===== config.mk =====
export PLATFORM = sky130hd
export DESIGN_NAME = flow_rate_window_average_top_flat
export DESIGN_NICKNAME = d
export VERILOG_FILES = /design/src/hw/rtl/frwa_pkg.sv /design/src/hw/rtl/frwa_if.sv /design/src/hw/rtl/frwa_div.sv /design/src/hw/rtl/flow_rate_window_average_top.sv /design/src/flat_wrapper.sv
export SDC_FILE = /design/constraint.sdc
export NUM_CORES = 1
export LEC_CHECK = 0
export CAP_MARGIN = 20
export CORE_MARGIN = 10
export CORE_UTILIZATION = 55
export CTS_CLUSTER_DIAMETER = 200
export DETAILED_ROUTE_END_ITERATION = 10
export DONT_BUFFER_PORTS = 1
export PLACE_DENSITY = 0.78
export SYNTH_ARGS = -nofsm -noshare
export SYNTH_HDL_FRONTEND = slang
export SYNTH_SLANG_ARGS = --single-unit

===== constraint.sdc =====
create_clock -name i_clk -period 7.82 [get_ports i_clk]
set_clock_uncertainty 0.2 [all_clocks]
set_input_delay 0.391 -clock i_clk [delete_from_list [all_inputs] [get_ports i_clk]]
set_output_delay 0.391 -clock i_clk [all_outputs]
set_load 0.01 [all_outputs]

===== src/hw/rtl/frwa_pkg.sv =====
// shared types and constants of the flow rate window average block
// depends on nothing; used by the interfaces, the divider and the top level
package frwa_pkg;

    localparam int WINDOW_DEF = 5;
    localparam int WINDOW_MAX = 16;

    localparam int INTERVAL_W = 16;
    localparam int THR_W      = 16;
    localparam int VOL_W      = 12;
    localparam int RATE_W     = 22;
    localparam int SUM_W      = 26;
    localparam int FILL_W     = 5;
    localparam int CNT_W      = 5;   // divider iteration count, up to SUM_W
    localparam int DVS_W      = 16;  // divider divisor width
    localparam int PAD_W      = SUM_W - RATE_W;

    localparam int CFG_IDX_W  = 2;
    localparam int CFG_DATA_W = 16;

    localparam logic [THR_W-1:0] THR_RESET = 16'd500;
    localparam logic [VOL_W-1:0] VOL_RESET = 12'd600;
    localparam logic [RATE_W-1:0] MS_PER_S = 22'd1000;

    // register indexes
    localparam logic [CFG_IDX_W-1:0] REG_NO_FLOW_THR   = 2'd0;
    localparam logic [CFG_IDX_W-1:0] REG_VOL_PER_PULSE = 2'd1;

    localparam logic [RATE_W-1:0] RATE_MAX = 22'd4095000;

    typedef enum logic [2:0] {
        S_IDLE,
        S_RATE,
        S_UPD,
        S_AVG,
        S_OUT
    } t_state;

    typedef struct packed {
        logic             start;
        logic [CNT_W-1:0] bits;      // number of quotient bits to produce
        logic [SUM_W-1:0] dividend;  // left aligned
        logic [DVS_W-1:0] divisor;
    } t_div_req;

    typedef struct packed {
        logic             done;
        logic [SUM_W-1:0] quotient;
    } t_div_rsp;

endpackage


===== src/hw/rtl/frwa_if.sv =====
// handshake channels of the flow rate window average block
// depends on frwa_pkg for payload widths
interface frwa_in_if;
    logic                               valid;
    logic                               ready;
    logic [frwa_pkg::INTERVAL_W-1:0]    pulse_interval_ms;
    modport source(output valid, output pulse_interval_ms, input ready);
    modport sink(input valid, input pulse_interval_ms, output ready);
endinterface

interface frwa_out_if;
    logic                           valid;
    logic                           ready;
    logic [frwa_pkg::RATE_W-1:0]    average_flow_ul_per_s;
    logic [frwa_pkg::FILL_W-1:0]    entries_held;
    modport source(output valid, output average_flow_ul_per_s, output entries_held,
                   input ready);
    modport sink(input valid, input average_flow_ul_per_s, input entries_held,
                 output ready);
endinterface

interface frwa_cfg_if;
    logic                               valid;
    logic                               ready;
    logic [frwa_pkg::CFG_IDX_W-1:0]     index;
    logic [frwa_pkg::CFG_DATA_W-1:0]    data;
    modport source(output valid, output index, output data, input ready);
    modport sink(input valid, input index, input data, output ready);
endinterface


===== src/hw/rtl/frwa_div.sv =====
// iterative restoring divider, one quotient bit per cycle
// depends on frwa_pkg for the request and response structs
module frwa_div (
    input  logic               i_clk,
    input  logic               i_rst_n,
    input  frwa_pkg::t_div_req i_req,
    output frwa_pkg::t_div_rsp o_rsp
);

    logic                           r_busy;
    logic                           r_done;
    logic [frwa_pkg::CNT_W-1:0]     r_cnt;
    logic [frwa_pkg::SUM_W-1:0]     r_dvd;
    logic [frwa_pkg::SUM_W-1:0]     r_quo;
    logic [frwa_pkg::DVS_W-1:0]     r_rem;
    logic [frwa_pkg::DVS_W-1:0]     r_dvs;

    logic [frwa_pkg::DVS_W:0]       trial;
    logic [frwa_pkg::DVS_W:0]       diff;
    logic                           q_bit;

    always_comb begin
        trial = {r_rem, r_dvd[frwa_pkg::SUM_W-1]};
        diff  = trial - {1'b0, r_dvs};
        q_bit = (trial >= {1'b0, r_dvs});
    end

    always_ff @(posedge i_clk) begin
        if (!i_rst_n) begin
            r_busy <= 1'b0;
            r_done <= 1'b0;
            r_cnt  <= '0;
        end else begin
            r_done <= 1'b0;
            if (i_req.start) begin
                r_busy <= 1'b1;
                r_cnt  <= i_req.bits;
            end else if (r_busy) begin
                r_cnt <= r_cnt - frwa_pkg::CNT_W'(1);
                if (r_cnt == frwa_pkg::CNT_W'(1)) begin
                    r_busy <= 1'b0;
                    r_done <= 1'b1;
                end
            end
        end
    end

    always_ff @(posedge i_clk) begin
        if (i_req.start) begin
            r_dvd <= i_req.dividend;
            r_dvs <= i_req.divisor;
            r_rem <= '0;
            r_quo <= '0;
        end else if (r_busy) begin
            r_dvd <= {r_dvd[frwa_pkg::SUM_W-2:0], 1'b0};
            r_rem <= q_bit ? diff[frwa_pkg::DVS_W-1:0] : trial[frwa_pkg::DVS_W-1:0];
            r_quo <= {r_quo[frwa_pkg::SUM_W-2:0], q_bit};
        end
    end

    assign o_rsp.done     = r_done;
    assign o_rsp.quotient = r_quo;

endmodule


===== src/hw/rtl/flow_rate_window_average_top.sv =====
// each item takes two passes through the shared divider, the rate division and then
// the window average; a new item is accepted only in the idle state, after the last
// result is loaded, also while that result still waits in the output register
// reset (synchronous, active low) restores threshold 500 ms and 600 ul per pulse
// and empties the window; the rate memory itself is not cleared
module flow_rate_window_average_top #(
    parameter int WINDOW = frwa_pkg::WINDOW_DEF
) (
    input  logic              i_clk,
    input  logic              i_rst_n,
    frwa_in_if.sink           i_in,
    frwa_cfg_if.sink          i_cfg,
    frwa_out_if.source        o_out
);

    localparam int SLOT_W = (WINDOW > 1) ? $clog2(WINDOW) : 1;

    frwa_pkg::t_state                   r_state;
    frwa_pkg::t_state                   n_state;

    logic [frwa_pkg::THR_W-1:0]         r_thr;
    logic [frwa_pkg::VOL_W-1:0]         r_vol;

    logic [frwa_pkg::FILL_W-1:0]        r_fill;
    logic [frwa_pkg::FILL_W-1:0]        n_fill;
    logic [SLOT_W-1:0]                  r_oldest;
    logic [SLOT_W-1:0]                  n_oldest;
    logic [frwa_pkg::SUM_W-1:0]         r_sum;
    logic [frwa_pkg::SUM_W-1:0]         n_sum;
    logic                               r_full;
    logic [frwa_pkg::RATE_W-1:0]        r_rate;
    logic [frwa_pkg::RATE_W-1:0]        r_rd;
    logic [SLOT_W-1:0]                  wslot;
    logic                               mem_we;

    logic [frwa_pkg::RATE_W-1:0]        r_mem [WINDOW];

    logic                               r_out_valid;
    logic [frwa_pkg::RATE_W-1:0]        r_out_avg;
    logic [frwa_pkg::FILL_W-1:0]        r_out_cnt;
    logic                               out_load;

    logic                               in_acc;
    logic                               over;
    logic [frwa_pkg::RATE_W-1:0]        prod;
    logic [frwa_pkg::DVS_W-1:0]         ivl_dvs;

    frwa_pkg::t_div_req                 div_req;
    frwa_pkg::t_div_rsp                 div_rsp;

    assign i_cfg.ready = 1'b1;
    assign i_in.ready  = (r_state == frwa_pkg::S_IDLE);
    assign in_acc      = i_in.valid && i_in.ready;

    always_ff @(posedge i_clk) begin
        if (!i_rst_n) begin
            r_thr <= frwa_pkg::THR_RESET;
            r_vol <= frwa_pkg::VOL_RESET;
        end else if (i_cfg.valid) begin
            case (i_cfg.index)
                frwa_pkg::REG_NO_FLOW_THR:
                    r_thr <= i_cfg.data[frwa_pkg::THR_W-1:0];
                frwa_pkg::REG_VOL_PER_PULSE:
                    r_vol <= i_cfg.data[frwa_pkg::VOL_W-1:0];
                default: ;
            endcase
        end
    end

    // instantaneous rate request: volume * 1000 / interval, zero above threshold
    always_comb begin
        over    = (i_in.pulse_interval_ms > r_thr);
        prod    = frwa_pkg::RATE_W'(r_vol) * frwa_pkg::MS_PER_S;
        ivl_dvs = (i_in.pulse_interval_ms == '0) ? frwa_pkg::DVS_W'(1)
                                                 : i_in.pulse_interval_ms;
    end

    always_comb begin
        n_sum    = r_full ? (r_sum - frwa_pkg::SUM_W'(r_rd) + frwa_pkg::SUM_W'(r_rate))
                          : (r_sum + frwa_pkg::SUM_W'(r_rate));
        wslot    = r_full ? r_oldest : r_fill[SLOT_W-1:0];
        n_fill   = r_full ? r_fill : (r_fill + frwa_pkg::FILL_W'(1));
        n_oldest = r_oldest;
        if (r_full) begin
            n_oldest = (r_oldest == SLOT_W'(WINDOW - 1)) ? '0
                                                         : (r_oldest + SLOT_W'(1));
        end
    end

    always_ff @(posedge i_clk) begin
        if (!i_rst_n) begin
            r_state <= frwa_pkg::S_IDLE;
        end else begin
            r_state <= n_state;
        end
    end

    always_comb begin
        n_state  = r_state;
        mem_we   = 1'b0;
        out_load = 1'b0;
        div_req  = '0;
        case (r_state)
            frwa_pkg::S_IDLE: begin
                if (in_acc) begin
                    div_req.start    = 1'b1;
                    div_req.bits     = frwa_pkg::CNT_W'(frwa_pkg::RATE_W);
                    div_req.dividend = over ? '0 : {prod, {frwa_pkg::PAD_W{1'b0}}};
                    div_req.divisor  = ivl_dvs;
                    n_state          = frwa_pkg::S_RATE;
                end
            end
            frwa_pkg::S_RATE: begin
                if (div_rsp.done) begin
                    n_state = frwa_pkg::S_UPD;
                end
            end
            frwa_pkg::S_UPD: begin
                mem_we           = 1'b1;
                div_req.start    = 1'b1;
                div_req.bits     = frwa_pkg::CNT_W'(frwa_pkg::SUM_W);
                div_req.dividend = n_sum;
                div_req.divisor  = frwa_pkg::DVS_W'(n_fill);
                n_state          = frwa_pkg::S_AVG;
            end
            frwa_pkg::S_AVG: begin
                if (div_rsp.done) begin
                    n_state = frwa_pkg::S_OUT;
                end
            end
            frwa_pkg::S_OUT: begin
                if (!r_out_valid || o_out.ready) begin
                    out_load = 1'b1;
                    n_state  = frwa_pkg::S_IDLE;
                end
            end
            default: begin
                n_state = frwa_pkg::S_IDLE;
            end
        endcase
    end

    always_ff @(posedge i_clk) begin
        if (!i_rst_n) begin
            r_fill   <= '0;
            r_oldest <= '0;
            r_sum    <= '0;
            r_full   <= 1'b0;
        end else begin
            if (in_acc) begin
                r_full <= (r_fill == frwa_pkg::FILL_W'(WINDOW));
            end
            if (mem_we) begin
                r_fill   <= n_fill;
                r_oldest <= n_oldest;
                r_sum    <= n_sum;
            end
        end
    end

    always_ff @(posedge i_clk) begin
        if (r_state == frwa_pkg::S_RATE && div_rsp.done) begin
            r_rate <= div_rsp.quotient[frwa_pkg::RATE_W-1:0];
        end
    end

    // the eviction read on accept always follows the previous item's write-back
    always_ff @(posedge i_clk) begin
        if (mem_we) begin
            r_mem[wslot] <= r_rate;
        end
        if (in_acc) begin
            r_rd <= r_mem[r_oldest];
        end
    end

    frwa_div u_div (
        .i_clk   (i_clk),
        .i_rst_n (i_rst_n),
        .i_req   (div_req),
        .o_rsp   (div_rsp)
    );

    always_ff @(posedge i_clk) begin
        if (!i_rst_n) begin
            r_out_valid <= 1'b0;
        end else if (out_load) begin
            r_out_valid <= 1'b1;
        end else if (o_out.ready) begin
            r_out_valid <= 1'b0;
        end
    end

    // divider quotient holds until the next start, so it is read here
    always_ff @(posedge i_clk) begin
        if (out_load) begin
            r_out_avg <= div_rsp.quotient[frwa_pkg::RATE_W-1:0];
            r_out_cnt <= r_fill;
        end
    end

    assign o_out.valid                 = r_out_valid;
    assign o_out.average_flow_ul_per_s = r_out_avg;
    assign o_out.entries_held          = r_out_cnt;

endmodule


===== src/flat_wrapper.sv =====
// flat-port wrapper written by rule: the top's interface ports become plain ports
module flow_rate_window_average_top_flat 
#(
    parameter int WINDOW = frwa_pkg::WINDOW_DEF
)
  (i_clk, i_rst_n, i_in_valid, i_in_pulse_interval_ms, i_in_ready, i_cfg_valid, i_cfg_index, i_cfg_data, i_cfg_ready, o_out_valid, o_out_average_flow_ul_per_s, o_out_entries_held, o_out_ready);
  frwa_in_if i_in_i ();
  frwa_cfg_if i_cfg_i ();
  frwa_out_if o_out_i ();
  input  logic i_clk;
  input  logic i_rst_n;
  input wire logic [$bits(i_in_i.valid)-1:0] i_in_valid;
  input wire logic [$bits(i_in_i.pulse_interval_ms)-1:0] i_in_pulse_interval_ms;
  output wire logic [$bits(i_in_i.ready)-1:0] i_in_ready;
  input wire logic [$bits(i_cfg_i.valid)-1:0] i_cfg_valid;
  input wire logic [$bits(i_cfg_i.index)-1:0] i_cfg_index;
  input wire logic [$bits(i_cfg_i.data)-1:0] i_cfg_data;
  output wire logic [$bits(i_cfg_i.ready)-1:0] i_cfg_ready;
  output wire logic [$bits(o_out_i.valid)-1:0] o_out_valid;
  output wire logic [$bits(o_out_i.average_flow_ul_per_s)-1:0] o_out_average_flow_ul_per_s;
  output wire logic [$bits(o_out_i.entries_held)-1:0] o_out_entries_held;
  input wire logic [$bits(o_out_i.ready)-1:0] o_out_ready;
  assign i_in_i.valid = i_in_valid;
  assign i_in_i.pulse_interval_ms = i_in_pulse_interval_ms;
  assign i_in_ready = i_in_i.ready;
  assign i_cfg_i.valid = i_cfg_valid;
  assign i_cfg_i.index = i_cfg_index;
  assign i_cfg_i.data = i_cfg_data;
  assign i_cfg_ready = i_cfg_i.ready;
  assign o_out_valid = o_out_i.valid;
  assign o_out_average_flow_ul_per_s = o_out_i.average_flow_ul_per_s;
  assign o_out_entries_held = o_out_i.entries_held;
  assign o_out_i.ready = o_out_ready;
  flow_rate_window_average_top #(.WINDOW(WINDOW)) u_core (.i_clk(i_clk), .i_rst_n(i_rst_n), .i_in(i_in_i), .i_cfg(i_cfg_i), .o_out(o_out_i));
endmodule

# Yosys cells after proc, flatten, opt, wreduce, memory -nomap -nowiden
# Memory sizes are Yosys's and may differ from the RTL's. A register that Yosys moved wholly into a read port is not among the register bits.
# Index checks and enable logic that the tools add are counted.
[word_totals] latchBits=0 romBits=0 regBits=203 ramBits=110 mem_count=1 wordCells=86 out_inout_bits=30
[memory_table] name="u_core.r_mem" words=5 width=22 rd=1 rd_ports_with_merged_regs=1 wr=1 line="flow_rate_window_average_top.sv:36" rtl="logic [frwa_pkg::RATE_W-1:0] r_mem [WINDOW];"
[classes] shift=0 magnitude_cmp=2 n_bitwise=2 addsub=7 mul=1 mux=29 eq_ne=12 div=0 n_reduce_logical=14
[ops] operator="2-to-1 mux 26 bit" count=4
[ops] operator="case mux 48 bit (2 select lines)" count=1
[ops] operator="adder 26 x 22 -> 26 bit" count=2
[ops] operator="2-to-1 mux 48 bit" count=1
[ops] operator="2-to-1 mux 16 bit" count=2
[ops] operator="subtractor 26 x 22 -> 26 bit" count=1
[ops] operator="multiplier 12 x 7 -> 19 bit, second input constant" count=1
[ops] operator="2-to-1 mux 3 bit" count=6
[ops] operator="greater-or-equal comparator 17 x 16 -> 1 bit" count=1
[ops] operator="greater-than comparator 16 bit" count=1
[ops] operator="zero test 16 bit" count=1
[ops] operator="subtractor 16 bit" count=1
[ops] operator="2-to-1 mux 5 bit" count=3
[ops] operator="case mux 3 bit (5 select lines)" count=1
[ops] operator="2-to-1 mux 1 bit" count=11
[ops] operator="== test 3 x 2 -> 1 bit, second input constant" count=2
[ops] operator="== test 3 bit, second input constant" count=2
[ops] operator="inequality test 2 bit, second input constant" count=3
[ops] operator="AND reduction 2 bit" count=3
[ops] operator="adder 5 x 1 -> 5 bit, second input constant" count=1
[ops] operator="== test 5 x 1 -> 1 bit, second input constant" count=1
[ops] operator="== test 5 x 3 -> 1 bit, second input constant" count=1
[ops] operator="subtractor 5 x 1 -> 5 bit, second input constant" count=1
[ops] operator="AND reduction 4 bit" count=1
[ops] operator="12 further kinds" count=15

# Logic depth before layout (Yosys ltp)
[depth] ltp_word=5 mapped_depth=17

# Modules after synthesis
# From an unflattened synthesis, not the netlist that was laid out.
[hier_totals] hier_cells=1823 hier_area_um2=19494.9
[by_module_without_submodules] module="flow_rate_window_average_top" cells_each=1425 area_per_inst_um2=15117.0 n_inst=1
[by_module_without_submodules] module="frwa_div" cells_each=398 area_per_inst_um2=4377.9 n_inst=1

# Worst setup path after synthesis
# No wires, ideal clock.
[synth_timing] kind="reg-to-reg" from="register u_core.r_vol[3] (netlist name)" to="register u_core.u_div.r_dvd[25] (netlist name) (data pin)" path_buffers=0 arrival_time_ps=4549 t_required_ps=7359 period_less_slack_ps=5009 path_slack_ps=2811 path_stages_with_launch=17 cell_sequence="dfxtp_1 -> inv_1 -> fa_1 -> fa_1 -> fa_1 -> fa_1 -> inv_1 -> ha_1 -> a21oi_1 -> o21ai_0 -> and2_4 -> a41o_1 -> or4b_1 -> a31oi_2 -> xnor2_1 -> a221oi_2 -> a21oi_1"
[synth_via] elab_chain_cells=5
[synth_rtl] item="start: declaration" line="flow_rate_window_average_top.sv:22" rtl="logic [frwa_pkg::VOL_W-1:0] r_vol;"
[synth_rtl] item="start signal: assignment" line="flow_rate_window_average_top.sv:58" rtl="r_vol <= frwa_pkg::VOL_RESET;"
[synth_rtl] item="start signal: assignment" line="flow_rate_window_average_top.sv:64" rtl="r_vol <= i_cfg.data[frwa_pkg::VOL_W-1:0];"
[synth_rtl] item="multiplier 12 x 7 -> 19 bit" line="flow_rate_window_average_top.sv:73" rtl="prod = frwa_pkg::RATE_W'(r_vol) * frwa_pkg::MS_PER_S;"
[synth_rtl] item="2-to-1 mux 26 bit" line="flow_rate_window_average_top.sv:108" rtl="div_req.dividend = over ? '0 : {prod, {frwa_pkg::PAD_W{1'b0}}};"
[synth_rtl] item="2-to-1 mux 48 bit" line="flow_rate_window_average_top.sv:105" rtl="if (in_acc) begin"
[synth_rtl] item="case mux 48 bit (2 select lines)" line="flow_rate_window_average_top.sv:103" rtl="case (r_state)"
[synth_rtl] item="2-to-1 mux 26 bit" line="frwa_div.sv:49" rtl="if (i_req.start) begin"
[synth_rtl] item="end signal: assignment" line="frwa_div.sv:50" rtl="r_dvd <= i_req.dividend;"
[synth_rtl] item="end signal: assignment" line="frwa_div.sv:55" rtl="r_dvd <= {r_dvd[frwa_pkg::SUM_W-2:0], 1'b0};"
[synth_rtl] item="end: declaration" line="frwa_div.sv:13" rtl="logic [frwa_pkg::SUM_W-1:0] r_dvd;"
# Every way passes these cells.
# A chain may end at the register's enable or synchronous reset.

# Worst setup path after layout
# Ends and elaborated chain as after synthesis.

==> results.md <==
* First-pass GRT wire length at 71000 µm
* Hold bufs inserted after CTS at 40
* Initial antenna violation count at 0
* Global Route met3 Usage at 2.78%
* Worst Path Arrival at 5.43 ns
* Synth async-reset ratio at 0%
* Count leader, synth: edfxtp_1
* Max-slew violations at 0
* Gr ovfl total at 0
* Hold Crit Class: primary input to register
* Adder-cell share of the synthesized area at 15.2%
* Vias in the first global route at 13500
* Yosys top cell area share at 35.3%
* RSZ-0062 raised after global routing: no
* Yosys warns at 0
* Die Wd at 206 µm
* Mux cell area share after synthesis at 4.79%
* Std-Cell Rows at 67
* Area Overhead vs Synth at 11.1%
* Fraction of layout cells with a size suffix above 1 at 7.13%
* Cts repair resizes at 0
* Max-cap viol count at 0
* FMAX at 0.187 GHz
* Syn Area/Cell at 10.6 µm²
* CTS H-Tree Depth at 2
* Critical path class: register to register
* I/O pin cnt at 69
* RD Place Congestion at 0.905
* NumNets Final at 2056
* CTS Root Cell: clkbuf_16
* Synth cell count leaders: 223 x edfxtp_1, 214 x nand2_1, 209 x inv_1
* Drt first pass iters at 7
* N_diodes at 0
* Input/output buffers at 0
* Relative slew slack at 39.6%
* Post-synthesis cell count at 1790
* Compound-Gate Fraction of Synth Area at 13.0%
* Cell variety after synth at 80
* Syn Nets at 2023
* Clock latency on the worst-skew pair at 0.53 ns
* Met2 Use GR at 35.4%
* Pin count of the biggest net entering global routing at 60
* Required @ worst endpoint at 7.89 ns
* Synth Area in XOR/XNOR at 3.23%
* Synth Cell Area at 0.0190 mm²
* WL/cell at 18.9 µm
* Worst-Margin Slew at 0.907 ns
* Placed insts at 2189
* Clock buffer depth at 3
* Initial core utilization at 56.2%
* Main combinational cell family by area after synthesis: adder cells
* CTS sink cnt at 335
* Vias at 13500
* Area fraction in and, or, nand and nor cells after synthesis at 10.9%
* Flops & latches, synth at 335
* Number of flops mapped to enable cells by yosys at 223
* Clk slew on worst S/H paths at 0.06 ns
* Die area at 0.0423 mm²
* Setup tns final at 0 ns
* Post-Route WL at 43600 µm
* Setup Buffers After CTS at 0
* Synth Flop Type: edfxtp_1
* Status: finished clean
* VDD IR max at 184 µV
* Final setup fails at 0
* Gr busiest metal: met2
* Final HPWL DP at 29500 µm
* Fin cells at 2300
* Die height at 206 µm
* P_leak at 8.66 nW
* Placed instance area at 0.0194 mm²
* Drt via density at 5.86
* Antenna-violating nets left at 0
* Crit. End Element: register
* Final Cell Area at 0.0211 mm²
* CP Max Fanout at 4
* GRT met1 Usage at 26.9%
* Ranking of synthesized cells by area: edfxtp_1 35%, dfxtp_1 12%, ha_1 8.7%
* Final Cycle Share at 68.5%
* Min cycle time layout at 5.36 ns
* Cell taking the most area after synthesis: edfxtp_1
* Endpoints failing hold at 0
* Worst path setup slack after routing at 2.46 ns
* Drt initial violations at 915
* Total track usage at 20.7%
* CTS tree: built
* Total CTS buffers at 37
* PwrDens at 214 mW/mm²
* Critical Path Start Type: register
* Core footprint at 0.0338 mm²
* Residual DRC count at 0
* Worst slack, placed at 2.51 ns
* Sequential share of the synthesized area at 47.1%
per-layer routing:
layer	wire, µm	share of wire (%)
met1	18500	43
met2	21800	50
met3	2200	5.0
met4	1040	2.4
met5	0	0
worst max-delay path: stages (launching register included):
cell and delay (ns):
dfxtp_1 0.40, inv_1 0.15, fa_1 0.58, fa_1 0.45, fa_1 0.50, fa_1 0.51, inv_1 0.04, ha_1 0.33
a21oi_1 0.21, o21ai_0 0.13, and2_4 0.19, a41o_1 0.27, or4b_1 0.49, a31oi_2 0.19, xnor2_1 0.10, a221oi_2 0.26
a21oi_1 0.09
placed cells by master (no fill, tap or decap), types with 6 or more instances in the layout:
cell type / count
clkinv_1: 6
o21bai_1: 9
edfxtp_1: 223
a211oi_1: 23
nor2_2: 7
nand2_1: 214
o21a_1: 15
or3_1: 6
clkinv_2: 7
o21ai_1: 7
fa_1: 62
clkbuf_1: 8
mux4_2: 22
nor4_1: 7
o21ai_0: 73
nand3_1: 26
a31oi_1: 17
xnor2_1: 48
inv_1: 208
clkbuf_16: 39
xor2_1: 22
nand4_1: 7
buf_4: 17
dfxtp_1: 110
nand2b_1: 11
nor2_1: 95
a21o_1: 32
dlygate4sd3_1: 41
o211ai_1: 29
nor3_1: 25
a21oi_1: 131
a22oi_1: 7
nor2b_1: 17
and3_1: 18
mux2i_1: 39
ha_1: 132
per-stage QoR:
stage,power [mW],utilization (%),hold WS (ns)
after global routing,4.73,62.4,0.103
after CTS,4.54,62.2,0.0782
after floorplan,2.61,-,0.206
after detailed placement,2.77,57.4,0.245
final,4.52,62.4,0.104
after global placement,2.74,57.4,0.236
path summary, 6_finish.rpt:
kind	startpoint	cells after the start	slack (ns)	end
worst min-delay path	i_cfg_valid	3	0.10	u_core.r_thr[11]$_SDFFE_PN0P_
worst max-delay path	u_core.r_vol[3]$_SDFFE_PN1P_	16	2.46	u_core.u_div.r_dvd[25]$_DFFE_PP_
worst min register to register	u_core.u_div.r_quo[21]$_SDFFE_PP0P_	0	0.25	u_core.o_out.average_flow_ul_per_s[21]$_DFFE_PP_
worst max register to register	u_core.r_vol[3]$_SDFFE_PN1P_	16	2.46	u_core.u_div.r_dvd[25]$_DFFE_PP_
flip-flops by register name, summed over array words and instances (netlist names), 3 cells and up:
signal and cells:
u_core.r_mem 110, u_core.r_sum 26, u_core.u_div.r_dvd 26, u_core.o_out.average_flow_ul_per_s 22, u_core.r_rate 22, u_core.r_rd 22
u_core.u_div.r_quo 22, u_core.r_thr 16, u_core.u_div.r_dvs 16, u_core.u_div.r_rem 16, u_core.r_vol 12, u_core.o_out.entries_held 5
u_core.r_fill 5, u_core.u_div.r_cnt 5, u_core.r_oldest 3, u_core.r_state 3
logic make-up (layout without fill, tap and decap cells):
logic type      after synthesis  in the layout
flops                       335            335
xor+xnor                     70             70
other cells                   1              1
compound gates              390            390
mux                          63             63
fa+ha+maj                   194            194
buf+inv                     278            340
simple gates                459            459
power breakdown:
part	switching (mW)	internal, mW
registers	0.0333	1.94
clock network	0.705	1.05
logic	0.446	0.349
total	1.18	3.34
final cells by class:
class	instances	area [µm²]
clock buffers	51	1060
clock inverters	17	164
fillers	2625	12700
inverters	212	796
multi-input cells	1177	8980
flip-flops and latches	335	8940
well taps	448	561
repair buffers	60	586
Power figures use the tool's default switching activity.
